--- src/tlrq_pkg.sv ---
`timescale 1ns / 1ps
// shared types, constants and helpers of the three-level ready queue scheduler
package tlrq_pkg;

    localparam int PID_W       = 6;
    localparam int LINK_W      = PID_W + 1;
    localparam int CFG_IDX_W   = 4;
    localparam int QSEL_W      = 2;
    localparam int NUM_QUEUES  = 3;
    localparam int MAX_PROCS_DEF = 64;

    // request kinds
    localparam logic KIND_READY = 1'b0;
    localparam logic KIND_BLOCK = 1'b1;

    // configuration register indexes
    localparam logic [CFG_IDX_W-1:0] CFG_TASK_LIMIT   = 4'd0;
    localparam logic [CFG_IDX_W-1:0] CFG_SERVER_LIMIT = 4'd1;
    localparam logic [CFG_IDX_W-1:0] CFG_IDLE_ID      = 4'd2;
    localparam logic [CFG_IDX_W-1:0] CFG_CLOCK_ID     = 4'd3;

    // reset values of the configuration registers
    localparam logic [PID_W-1:0] RST_TASK_LIMIT   = 6'd15;
    localparam logic [PID_W-1:0] RST_SERVER_LIMIT = 6'd31;
    localparam logic [PID_W-1:0] RST_IDLE_ID      = 6'd0;
    localparam logic [PID_W-1:0] RST_CLOCK_ID     = 6'd1;

    // queue selectors
    localparam logic [QSEL_W-1:0] Q_TASK   = 2'd0;
    localparam logic [QSEL_W-1:0] Q_SERVER = 2'd1;
    localparam logic [QSEL_W-1:0] Q_USER   = 2'd2;

    typedef struct packed {
        logic             kind;
        logic [PID_W-1:0] pid;
    } req_t;

    typedef struct packed {
        logic [PID_W-1:0] current_pid;
        logic [PID_W-1:0] billed_pid;
        logic             removed;
        logic             rescheduled;
    } res_t;

    typedef struct packed {
        logic [PID_W-1:0] task_limit;
        logic [PID_W-1:0] server_limit;
        logic [PID_W-1:0] idle_id;
        logic [PID_W-1:0] clock_id;
    } cfg_t;

    // list link: valid flag and process id
    typedef struct packed {
        logic             valid;
        logic [PID_W-1:0] pid;
    } link_t;

    localparam link_t LINK_NONE = '{valid: 1'b0, pid: '0};

    function automatic logic [QSEL_W-1:0] queue_of(input logic [PID_W-1:0] pid,
                                                    input cfg_t cfg);
        logic [QSEL_W-1:0] q;
        if (pid <= cfg.task_limit)
            q = Q_TASK;
        else if (pid <= cfg.server_limit)
            q = Q_SERVER;
        else
            q = Q_USER;
        return q;
    endfunction

endpackage

--- src/tlrq_link_mem.sv ---
`timescale 1ns / 1ps
// next-link memory: one write port, one read port, registered read data
module tlrq_link_mem #(
    parameter int DEPTH = tlrq_pkg::MAX_PROCS_DEF,
    parameter int AW    = $clog2(DEPTH)
) (
    input  logic                  clk,
    input  logic                  wr_en,
    input  logic [AW-1:0]         wr_addr,
    input  tlrq_pkg::link_t       wr_data,
    input  logic                  rd_en,
    input  logic [AW-1:0]         rd_addr,
    output tlrq_pkg::link_t       rd_data
);
    import tlrq_pkg::*;

    link_t mem [DEPTH];
    link_t rd_data_reg;

    always_ff @(posedge clk)
    begin
        if (wr_en)
        begin
            mem[wr_addr] <= wr_data;
        end
    end

    always_ff @(posedge clk)
    begin
        if (rd_en)
        begin
            rd_data_reg <= mem[rd_addr];
        end
    end

    assign rd_data = rd_data_reg;

endmodule

--- src/tlrq_cfg.sv ---
`timescale 1ns / 1ps
// configuration registers: queue limits, idle id and clock id
module tlrq_cfg (
    input  logic                              clk,
    input  logic                              rst_n,
    input  logic                              cfg_valid,
    output logic                              cfg_ready,
    input  logic [tlrq_pkg::CFG_IDX_W-1:0]    cfg_index,
    input  logic [tlrq_pkg::PID_W-1:0]        cfg_data,
    output tlrq_pkg::cfg_t                    cfg
);
    import tlrq_pkg::*;

    cfg_t cfg_reg;
    cfg_t cfg_next;

    assign cfg_ready = 1'b1;

    always_comb
    begin
        cfg_next = cfg_reg;
        if (cfg_valid)
        begin
            case (cfg_index)
                CFG_TASK_LIMIT:   cfg_next.task_limit   = cfg_data;
                CFG_SERVER_LIMIT: cfg_next.server_limit = cfg_data;
                CFG_IDLE_ID:      cfg_next.idle_id      = cfg_data;
                CFG_CLOCK_ID:     cfg_next.clock_id     = cfg_data;
                default:          cfg_next = cfg_reg;
            endcase
        end
    end

    always_ff @(posedge clk or negedge rst_n)
    begin
        if (!rst_n)
        begin
            cfg_reg.task_limit   <= RST_TASK_LIMIT;
            cfg_reg.server_limit <= RST_SERVER_LIMIT;
            cfg_reg.idle_id      <= RST_IDLE_ID;
            cfg_reg.clock_id     <= RST_CLOCK_ID;
        end
        else
        begin
            cfg_reg <= cfg_next;
        end
    end

    assign cfg = cfg_reg;

endmodule

--- src/three_level_ready_queue_scheduler.sv ---
`timescale 1ns / 1ps
// top level: ready queue sequencer over the next-link memory
//
// Three FIFO ready queues (task, server, user) kept as linked lists: heads and
// tails in flip-flops, next links in a memory with one write and one read port
// and registered read data. A request is taken when start is high and busy is
// low. Its result appears on res for exactly one cycle with done high, and must
// be captured then: there is no back-pressure on the result side. A ready
// request gives its result from the dispatch state, or after a state that
// clears its own link if its queue was not empty; blocking a queue head gives
// it after reading the head's link; blocking any other entry walks the list one
// link per cycle through the link memory read port, reading at most MAX_PROCS
// entries, and then unlinks the entry if found. busy drops in the cycle done is
// shown, so the next request can be taken then. Configuration writes are always
// accepted and belong in idle periods only. The link memory is not cleared after
// reset; entries are written before they are followed.
module three_level_ready_queue_scheduler #(
    parameter int MAX_PROCS = tlrq_pkg::MAX_PROCS_DEF
) (
    input  logic                              clk,
    input  logic                              rst_n,
    input  logic                              start,
    output logic                              busy,
    input  tlrq_pkg::req_t                    req,
    output logic                              done,
    output tlrq_pkg::res_t                    res,
    input  logic                              cfg_valid,
    output logic                              cfg_ready,
    input  logic [tlrq_pkg::CFG_IDX_W-1:0]    cfg_index,
    input  logic [tlrq_pkg::PID_W-1:0]        cfg_data
);
    import tlrq_pkg::*;

    localparam int AW = (MAX_PROCS > 1) ? $clog2(MAX_PROCS) : 1;
    localparam int SW = $clog2(MAX_PROCS + 1);

    typedef enum logic [2:0] {
        S_IDLE,
        S_DISPATCH,
        S_READY_SELF,
        S_HEAD_RD,
        S_WALK,
        S_UNLINK
    } state_t;

    // live link: flagged valid and naming a process the memory holds
    function automatic logic link_live(input link_t l);
        return l.valid && (32'(l.pid) < MAX_PROCS);
    endfunction

    function automatic logic [AW-1:0] to_addr(input logic [PID_W-1:0] pid);
        return AW'(pid);
    endfunction

    cfg_t cfg;

    // link memory port
    logic          mem_wr_en;
    logic [AW-1:0] mem_wr_addr;
    link_t         mem_wr_data;
    logic          mem_rd_en;
    logic [AW-1:0] mem_rd_addr;
    link_t         mem_rd_data;

    state_t            state_reg,   state_next;
    logic              kind_reg,    kind_next;
    logic [PID_W-1:0]  pid_reg,     pid_next;
    logic [QSEL_W-1:0] q_reg,       q_next;
    logic [PID_W-1:0]  cur_reg,     cur_next;
    logic [SW-1:0]     steps_reg,   steps_next;
    link_t             head_reg [NUM_QUEUES];
    link_t             head_next [NUM_QUEUES];
    link_t             tail_reg [NUM_QUEUES];
    link_t             tail_next [NUM_QUEUES];
    logic [PID_W-1:0]  running_reg, running_next;
    logic [PID_W-1:0]  charged_reg, charged_next;
    res_t              res_reg,     res_next;
    logic              done_reg,    done_next;

    tlrq_cfg u_cfg (
        .clk       (clk),
        .rst_n     (rst_n),
        .cfg_valid (cfg_valid),
        .cfg_ready (cfg_ready),
        .cfg_index (cfg_index),
        .cfg_data  (cfg_data),
        .cfg       (cfg)
    );

    tlrq_link_mem #(
        .DEPTH (MAX_PROCS),
        .AW    (AW)
    ) u_link_mem (
        .clk     (clk),
        .wr_en   (mem_wr_en),
        .wr_addr (mem_wr_addr),
        .wr_data (mem_wr_data),
        .rd_en   (mem_rd_en),
        .rd_addr (mem_rd_addr),
        .rd_data (mem_rd_data)
    );

    // sequencer: every memory access of a request is done before the next one
    // is taken, so reads never overlap a pending write to the same entry
    always_comb
    begin
        link_t             own_link;
        link_t             nx;
        logic [QSEL_W-1:0] q;
        logic [PID_W-1:0]  chosen;

        state_next   = state_reg;
        kind_next    = kind_reg;
        pid_next     = pid_reg;
        q_next       = q_reg;
        cur_next     = cur_reg;
        steps_next   = steps_reg;
        head_next    = head_reg;
        tail_next    = tail_reg;
        running_next = running_reg;
        charged_next = charged_reg;
        res_next     = res_reg;
        done_next    = 1'b0;

        mem_wr_en   = 1'b0;
        mem_wr_addr = '0;
        mem_wr_data = LINK_NONE;
        mem_rd_en   = 1'b0;
        mem_rd_addr = '0;

        own_link = '{valid: 1'b1, pid: pid_reg};
        nx       = mem_rd_data;
        q        = queue_of(pid_reg, cfg);
        chosen   = cfg.idle_id;

        case (state_reg)
            S_IDLE:
            begin
                if (start)
                begin
                    kind_next  = req.kind;
                    pid_next   = req.pid;
                    state_next = S_DISPATCH;
                end
            end

            S_DISPATCH:
            begin
                q_next               = q;
                res_next.current_pid = running_reg;
                res_next.billed_pid  = charged_reg;
                res_next.removed     = 1'b0;
                res_next.rescheduled = 1'b0;
                if (32'(pid_reg) >= MAX_PROCS)
                begin
                    // out-of-range process id: request ignored
                    done_next  = 1'b1;
                    state_next = S_IDLE;
                end
                else if (kind_reg == KIND_READY)
                begin
                    tail_next[q] = own_link;
                    if (!head_reg[q].valid)
                    begin
                        head_next[q] = own_link;
                        mem_wr_en    = 1'b1;
                        mem_wr_addr  = to_addr(pid_reg);
                        mem_wr_data  = LINK_NONE;
                        done_next    = 1'b1;
                        state_next   = S_IDLE;
                    end
                    else
                    begin
                        // append behind the old tail, own link cleared next
                        if (link_live(tail_reg[q]))
                        begin
                            mem_wr_en   = 1'b1;
                            mem_wr_addr = to_addr(tail_reg[q].pid);
                            mem_wr_data = own_link;
                        end
                        state_next = S_READY_SELF;
                    end
                end
                else if (!head_reg[q].valid)
                begin
                    done_next  = 1'b1;
                    state_next = S_IDLE;
                end
                else if (head_reg[q].pid == pid_reg)
                begin
                    mem_rd_en   = 1'b1;
                    mem_rd_addr = to_addr(pid_reg);
                    state_next  = S_HEAD_RD;
                end
                else if (!link_live(head_reg[q]))
                begin
                    done_next  = 1'b1;
                    state_next = S_IDLE;
                end
                else
                begin
                    cur_next    = head_reg[q].pid;
                    steps_next  = '0;
                    mem_rd_en   = 1'b1;
                    mem_rd_addr = to_addr(head_reg[q].pid);
                    state_next  = S_WALK;
                end
            end

            S_READY_SELF:
            begin
                mem_wr_en   = 1'b1;
                mem_wr_addr = to_addr(pid_reg);
                mem_wr_data = LINK_NONE;
                done_next   = 1'b1;
                state_next  = S_IDLE;
            end

            S_HEAD_RD:
            begin
                // unlink the head, then pick the first non-empty queue
                if (link_live(nx))
                begin
                    head_next[q_reg] = nx;
                end
                else
                begin
                    head_next[q_reg] = LINK_NONE;
                    tail_next[q_reg] = LINK_NONE;
                end
                if (head_next[Q_TASK].valid)
                    chosen = head_next[Q_TASK].pid;
                else if (head_next[Q_SERVER].valid)
                    chosen = head_next[Q_SERVER].pid;
                else if (head_next[Q_USER].valid)
                    chosen = head_next[Q_USER].pid;
                running_next = chosen;
                charged_next = (chosen != cfg.clock_id) ? chosen : running_reg;
                res_next.current_pid = running_next;
                res_next.billed_pid  = charged_next;
                res_next.removed     = 1'b1;
                res_next.rescheduled = 1'b1;
                done_next  = 1'b1;
                state_next = S_IDLE;
            end

            S_WALK:
            begin
                if (!link_live(nx))
                begin
                    done_next  = 1'b1;
                    state_next = S_IDLE;
                end
                else if (nx.pid == pid_reg)
                begin
                    mem_rd_en   = 1'b1;
                    mem_rd_addr = to_addr(pid_reg);
                    state_next  = S_UNLINK;
                end
                else if (steps_reg == SW'(MAX_PROCS - 1))
                begin
                    // walk bound reached: looped list, report not found
                    done_next  = 1'b1;
                    state_next = S_IDLE;
                end
                else
                begin
                    steps_next  = steps_reg + SW'(1);
                    cur_next    = nx.pid;
                    mem_rd_en   = 1'b1;
                    mem_rd_addr = to_addr(nx.pid);
                end
            end

            S_UNLINK:
            begin
                // predecessor skips the removed entry
                mem_wr_en   = 1'b1;
                mem_wr_addr = to_addr(cur_reg);
                if (link_live(nx))
                begin
                    mem_wr_data = nx;
                end
                else
                begin
                    mem_wr_data      = LINK_NONE;
                    tail_next[q_reg] = '{valid: 1'b1, pid: cur_reg};
                end
                res_next.removed = 1'b1;
                done_next  = 1'b1;
                state_next = S_IDLE;
            end

            default:
            begin
                state_next = S_IDLE;
            end
        endcase
    end

    always_ff @(posedge clk or negedge rst_n)
    begin
        if (!rst_n)
        begin
            state_reg   <= S_IDLE;
            kind_reg    <= KIND_READY;
            pid_reg     <= '0;
            q_reg       <= Q_TASK;
            cur_reg     <= '0;
            steps_reg   <= '0;
            for (int i = 0; i < NUM_QUEUES; i++)
            begin
                head_reg[i] <= LINK_NONE;
                tail_reg[i] <= LINK_NONE;
            end
            running_reg <= '0;
            charged_reg <= '0;
            res_reg     <= '0;
            done_reg    <= 1'b0;
        end
        else
        begin
            state_reg   <= state_next;
            kind_reg    <= kind_next;
            pid_reg     <= pid_next;
            q_reg       <= q_next;
            cur_reg     <= cur_next;
            steps_reg   <= steps_next;
            head_reg    <= head_next;
            tail_reg    <= tail_next;
            running_reg <= running_next;
            charged_reg <= charged_next;
            res_reg     <= res_next;
            done_reg    <= done_next;
        end
    end

    assign busy = (state_reg != S_IDLE);
    assign done = done_reg;
    assign res  = res_reg;

    // a result comes only at the end of a request's work
    a_done_after_busy: assert property (@(posedge clk) disable iff (!rst_n)
        done |-> $past(busy))
        else $error("result without a request in progress");

    // rescheduling only follows a successful removal
    a_resched_removed: assert property (@(posedge clk) disable iff (!rst_n)
        (done && res.rescheduled) |-> res.removed)
        else $error("reschedule reported without removal");

    // list walk stays within its bound
    a_walk_bound: assert property (@(posedge clk) disable iff (!rst_n)
        (state_reg == S_WALK) |-> (32'(steps_reg) < MAX_PROCS))
        else $error("list walk past its bound");

    // the current process changes only on a reschedule
    a_running_stable: assert property (@(posedge clk) disable iff (!rst_n)
        (state_reg != S_HEAD_RD) |=> $stable(running_reg))
        else $error("running process changed outside a reschedule");

endmodule
--- config.mk ---
export PLATFORM = sky130hd
export DESIGN_NAME = three_level_ready_queue_scheduler
export DESIGN_NICKNAME = d
export VERILOG_FILES = /design/src/tlrq_pkg.sv /design/src/tlrq_link_mem.sv /design/src/tlrq_cfg.sv /design/src/three_level_ready_queue_scheduler.sv
export SDC_FILE = /design/constraint.sdc
export NUM_CORES = 1
export LEC_CHECK = 0
export BUFFER_PORTS_ARGS = -buffer_cell sky130_fd_sc_hd__buf_2
export CORE_MARGIN = 1.5
export CORE_UTILIZATION = 45
export CTS_CLUSTER_DIAMETER = 60
export DETAILED_ROUTE_END_ITERATION = 6
export GPL_TIMING_DRIVEN = 0
export SYNTH_ARGS = -nofsm -noshare
export SYNTH_HDL_FRONTEND = slang
export SYNTH_SLANG_ARGS = --single-unit
--- constraint.sdc ---
create_clock -name clk -period 4.55 [get_ports clk]
set_input_delay 0.6825 -clock clk [delete_from_list [all_inputs] [get_ports clk]]
set_output_delay 0.6825 -clock clk [all_outputs]
set_load 0.03 [all_outputs]
==> summary.txt <==
Worst slew margin = 26.9%
share of post-route cells with drive strength above 1 = 23.1%
max reg flops = 448
wire per inst = 27.3 µm
core area = 0.0564 mm²
synthesized instance count = 2168
Row Count = 87
vias per inst = 6.16
met2 Use GR = 46.6%
Post-synth EDFFs = 455
Tcrit/Tclk final = 103%
CP Launch Point = u_cfg.cfg[16]
Worst Setup Start Kind = flop
Min Hold Slack = -1.48 ps
Layout Utilization = 55.6%
unrepaired setup endpoints after global routing = yes
P_leak = 11.4 nW
Req. time, crit path = 4910 ps
setup_tns = -850 ps
Netlist cell types = 86
DR vias = 19300
Clock transition at path regs = 60 ps
area grow syn2layout = 22.0%
fmax = 212 MHz
clock tree sinks = 573
number of routed nets with antenna violations = 0
max-slew violations = 0
Ys Warns = 0
GR peak layer = met2
Starting Density = 45.6%
initial antenna violation count = 0
GRT Util Overall = 28.8%
outcome = finished with violations
nets = 2365
Seq cells post-synth = 573
largest net degree at the start of global routing = 65
Hold/Removal Path Class = in2async
design area = 0.0313 mm²
GPL Wtd Cong = 0.962
Setup CP Type = reg2reg
global-route wire length before repair = 124 mm
Die ar. = 0.0585 mm²
die height = 242 µm
Pre-antenna DRT Iters = 6
RR Startpoint = u_cfg.cfg[16]
io pins = 38
ys flop type = edfxtp_1
placed cell areas = 0.0270 mm²
IO Port Bufs = 36
M3 GR Usage = 5.33%
syn_area_per_cell = 11.9 µm²
Congestion Overflow GR = 0
DRC viols = 0
max-cap violations = 0
CTS Buf Count = 61
cell area after synthesis = 0.0257 mm²
CTS Root Buffer Type = clkbuf_16
Arr. time, crit path = 5070 ps
Post-Syn Nets = 2202
Post-Route WL = 85.6 mm
pin slew with the least headroom to its limit = 1080 ps
CP Max Fanout = 10
CTS tree = done
detailed placement HPWL = 57.7 mm
hold_buf cts = 0
Power Dens Cells = 697 mW/mm²
skew final = 23.0 ps
die width = 242 µm
Fin. Hold Viols = 1
Ant. Diodes = 0
H-tree levels = 2
clk_lat worst skew = 650 ps
failing checks = hold timing, setup timing
Worst IR Drop VDD = 0.396 mV
Worst setup EP type = flop
sequential cell area fraction in the yosys report = 64.7%
ys async rst share = 20.6%
final setup violation count = 7
Detailed Route Iter0 Violations = 2104
number of global-route vias before repair = 18700
Worst Setup Slack, final = -159 ps
met1 Usage GRT = 37.1%
CTS max path bufs = 3
min Tclk post-route = 4710 ps
[power breakdown]
part	total [mW]	switching, mW	internal (mW)	leakage, nW
Combinational	9.67	6.43	3.25	4.85
Clock	5.04	2.11	2.93	0.989
Sequential	7.13	0.518	6.62	5.59
[cell usage after synthesis, types with 8 or more instances]
cell,count,area (µm²)
a311oi_1,45,394
a221o_1,16,160
o22ai_1,11,68.8
buf_1,8,30.0
a22o_1,10,87.6
a21oi_1,61,305
o21ai_0,86,430
nand2b_1,16,100
and2_1,27,169
mux2i_1,74,741
mux2_2,32,360
inv_1,26,97.6
nor3_1,15,75.1
clkbuf_1,79,297
nor2_1,155,582
nand2_1,472,1770
ha_1,13,163
a31oi_1,39,244
a211oi_1,43,323
edfxtp_1,455,13700
buf_2,27,135
nor2b_1,10,62.6
o31ai_1,8,60.1
o221ai_1,9,78.8
buf_4,11,82.6
xor2_1,14,123
buf_6,9,101
dfrtp_1,108,2700
and3_1,52,325
nand4_1,17,106
dfstp_2,10,263
nand3_1,62,310
o211ai_1,12,90.1
[critical path, stage by stage, from the launching register on]
cell and delay, ps:
dfstp_2 530, inv_2 50, ha_4 280, and4_4 300
o21ai_4 120, and4_4 200, or4_4 530, a221oi_4 300
or2b_4 210, a31o_4 190, a221o_1 230, buf_6 210
clkbuf_4 330, nand3_1 140, a32o_2 310, o31ai_4 320
nand4_1 180
[worst paths after layout]
kind	end	depth (start not counted)	slack [ps]
setup / recovery	u_link_mem.rd_data[6]	16	-160
hold / removal	res[6]	1	-1
min in group clk	kind_reg	2	280
hold reg to reg	res[13]	2	470
max in group asynchronous	u_cfg.cfg[21]	2	3760
setup reg to reg	u_link_mem.rd_data[6]	16	-160
[per-stage QoR]
step	cells	hold slack [ps]	setup slack (ps)	power, mW
detailed placement	2967	461	-2400	15.0
CTS	3124	8.83	-54.3	21.4
floorplan	2168	387	285	11.9
finish	3135	-1.48	-159	21.8
global route	3135	31.7	-228	22.6
global placement	2960	455	-2360	14.8
[area by class of cell]
type,instances,area (µm²)
Clock buffer,78,1630
Buffer,129,968
Fill cell,4737,25000
Clock inverter,33,374
Sequential cell,573,16600
Timing Repair Buffer,106,1080
Multi-Input combinational cell,1434,9610
Tap cell,756,946
Inverter,26,101
[cell usage in the layout (no fill, tap or decap), drive strengths merged, types with 11 or more instances in the layout]
| master | n |
|---|---|
| a211oi | 43 |
| a21oi | 62 |
| a221o | 16 |
| a311oi | 45 |
| a31oi | 39 |
| and2 | 32 |
| and3 | 52 |
| buf | 160 |
| clkbuf | 152 |
| clkinv | 21 |
| dfrtp | 108 |
| edfxtp | 455 |
| ha | 13 |
| inv | 29 |
| mux2 | 34 |
| mux2i | 74 |
| nand2 | 473 |
| nand2b | 16 |
| nand3 | 64 |
| nand4 | 17 |
| nor2 | 155 |
| nor3 | 16 |
| o211ai | 15 |
| o21ai | 91 |
| o22ai | 11 |
| xor2 | 14 |
[logic make-up after synthesis]
logic type | after synthesis | synth area share (%)
AND/OR/NAND/NOR | 867 | 14.9
flip-flops | 573 | 64.7
AO/OA/AOI/OAI | 425 | 11.7
buffers and inverters | 161 | 2.95
multiplexers | 108 | 4.37
XOR/XNOR | 20 | 0.682
adder cells (fa/ha/maj) | 13 | 0.633
other | 1 | 0.0146
[per-layer routing]
metal | vias to the layer above | part of all wire (%)
met5 | - | 0
li1 | 8365 | -
met4 | 0 | 5.6
met2 | 1026 | 47
met1 | 9684 | 39
met3 | 240 | 8.4
[what timing repair did]
item	4_1_cts	5_1_grt
cloned	2	0
gates resized for setup	386	57
pin swaps	59	34
setup buffers	49	12
endpoints found under the setup margin	929	380
hold endpoints to repair	0	0
Note: power is estimated with default switching activity, not from simulation.
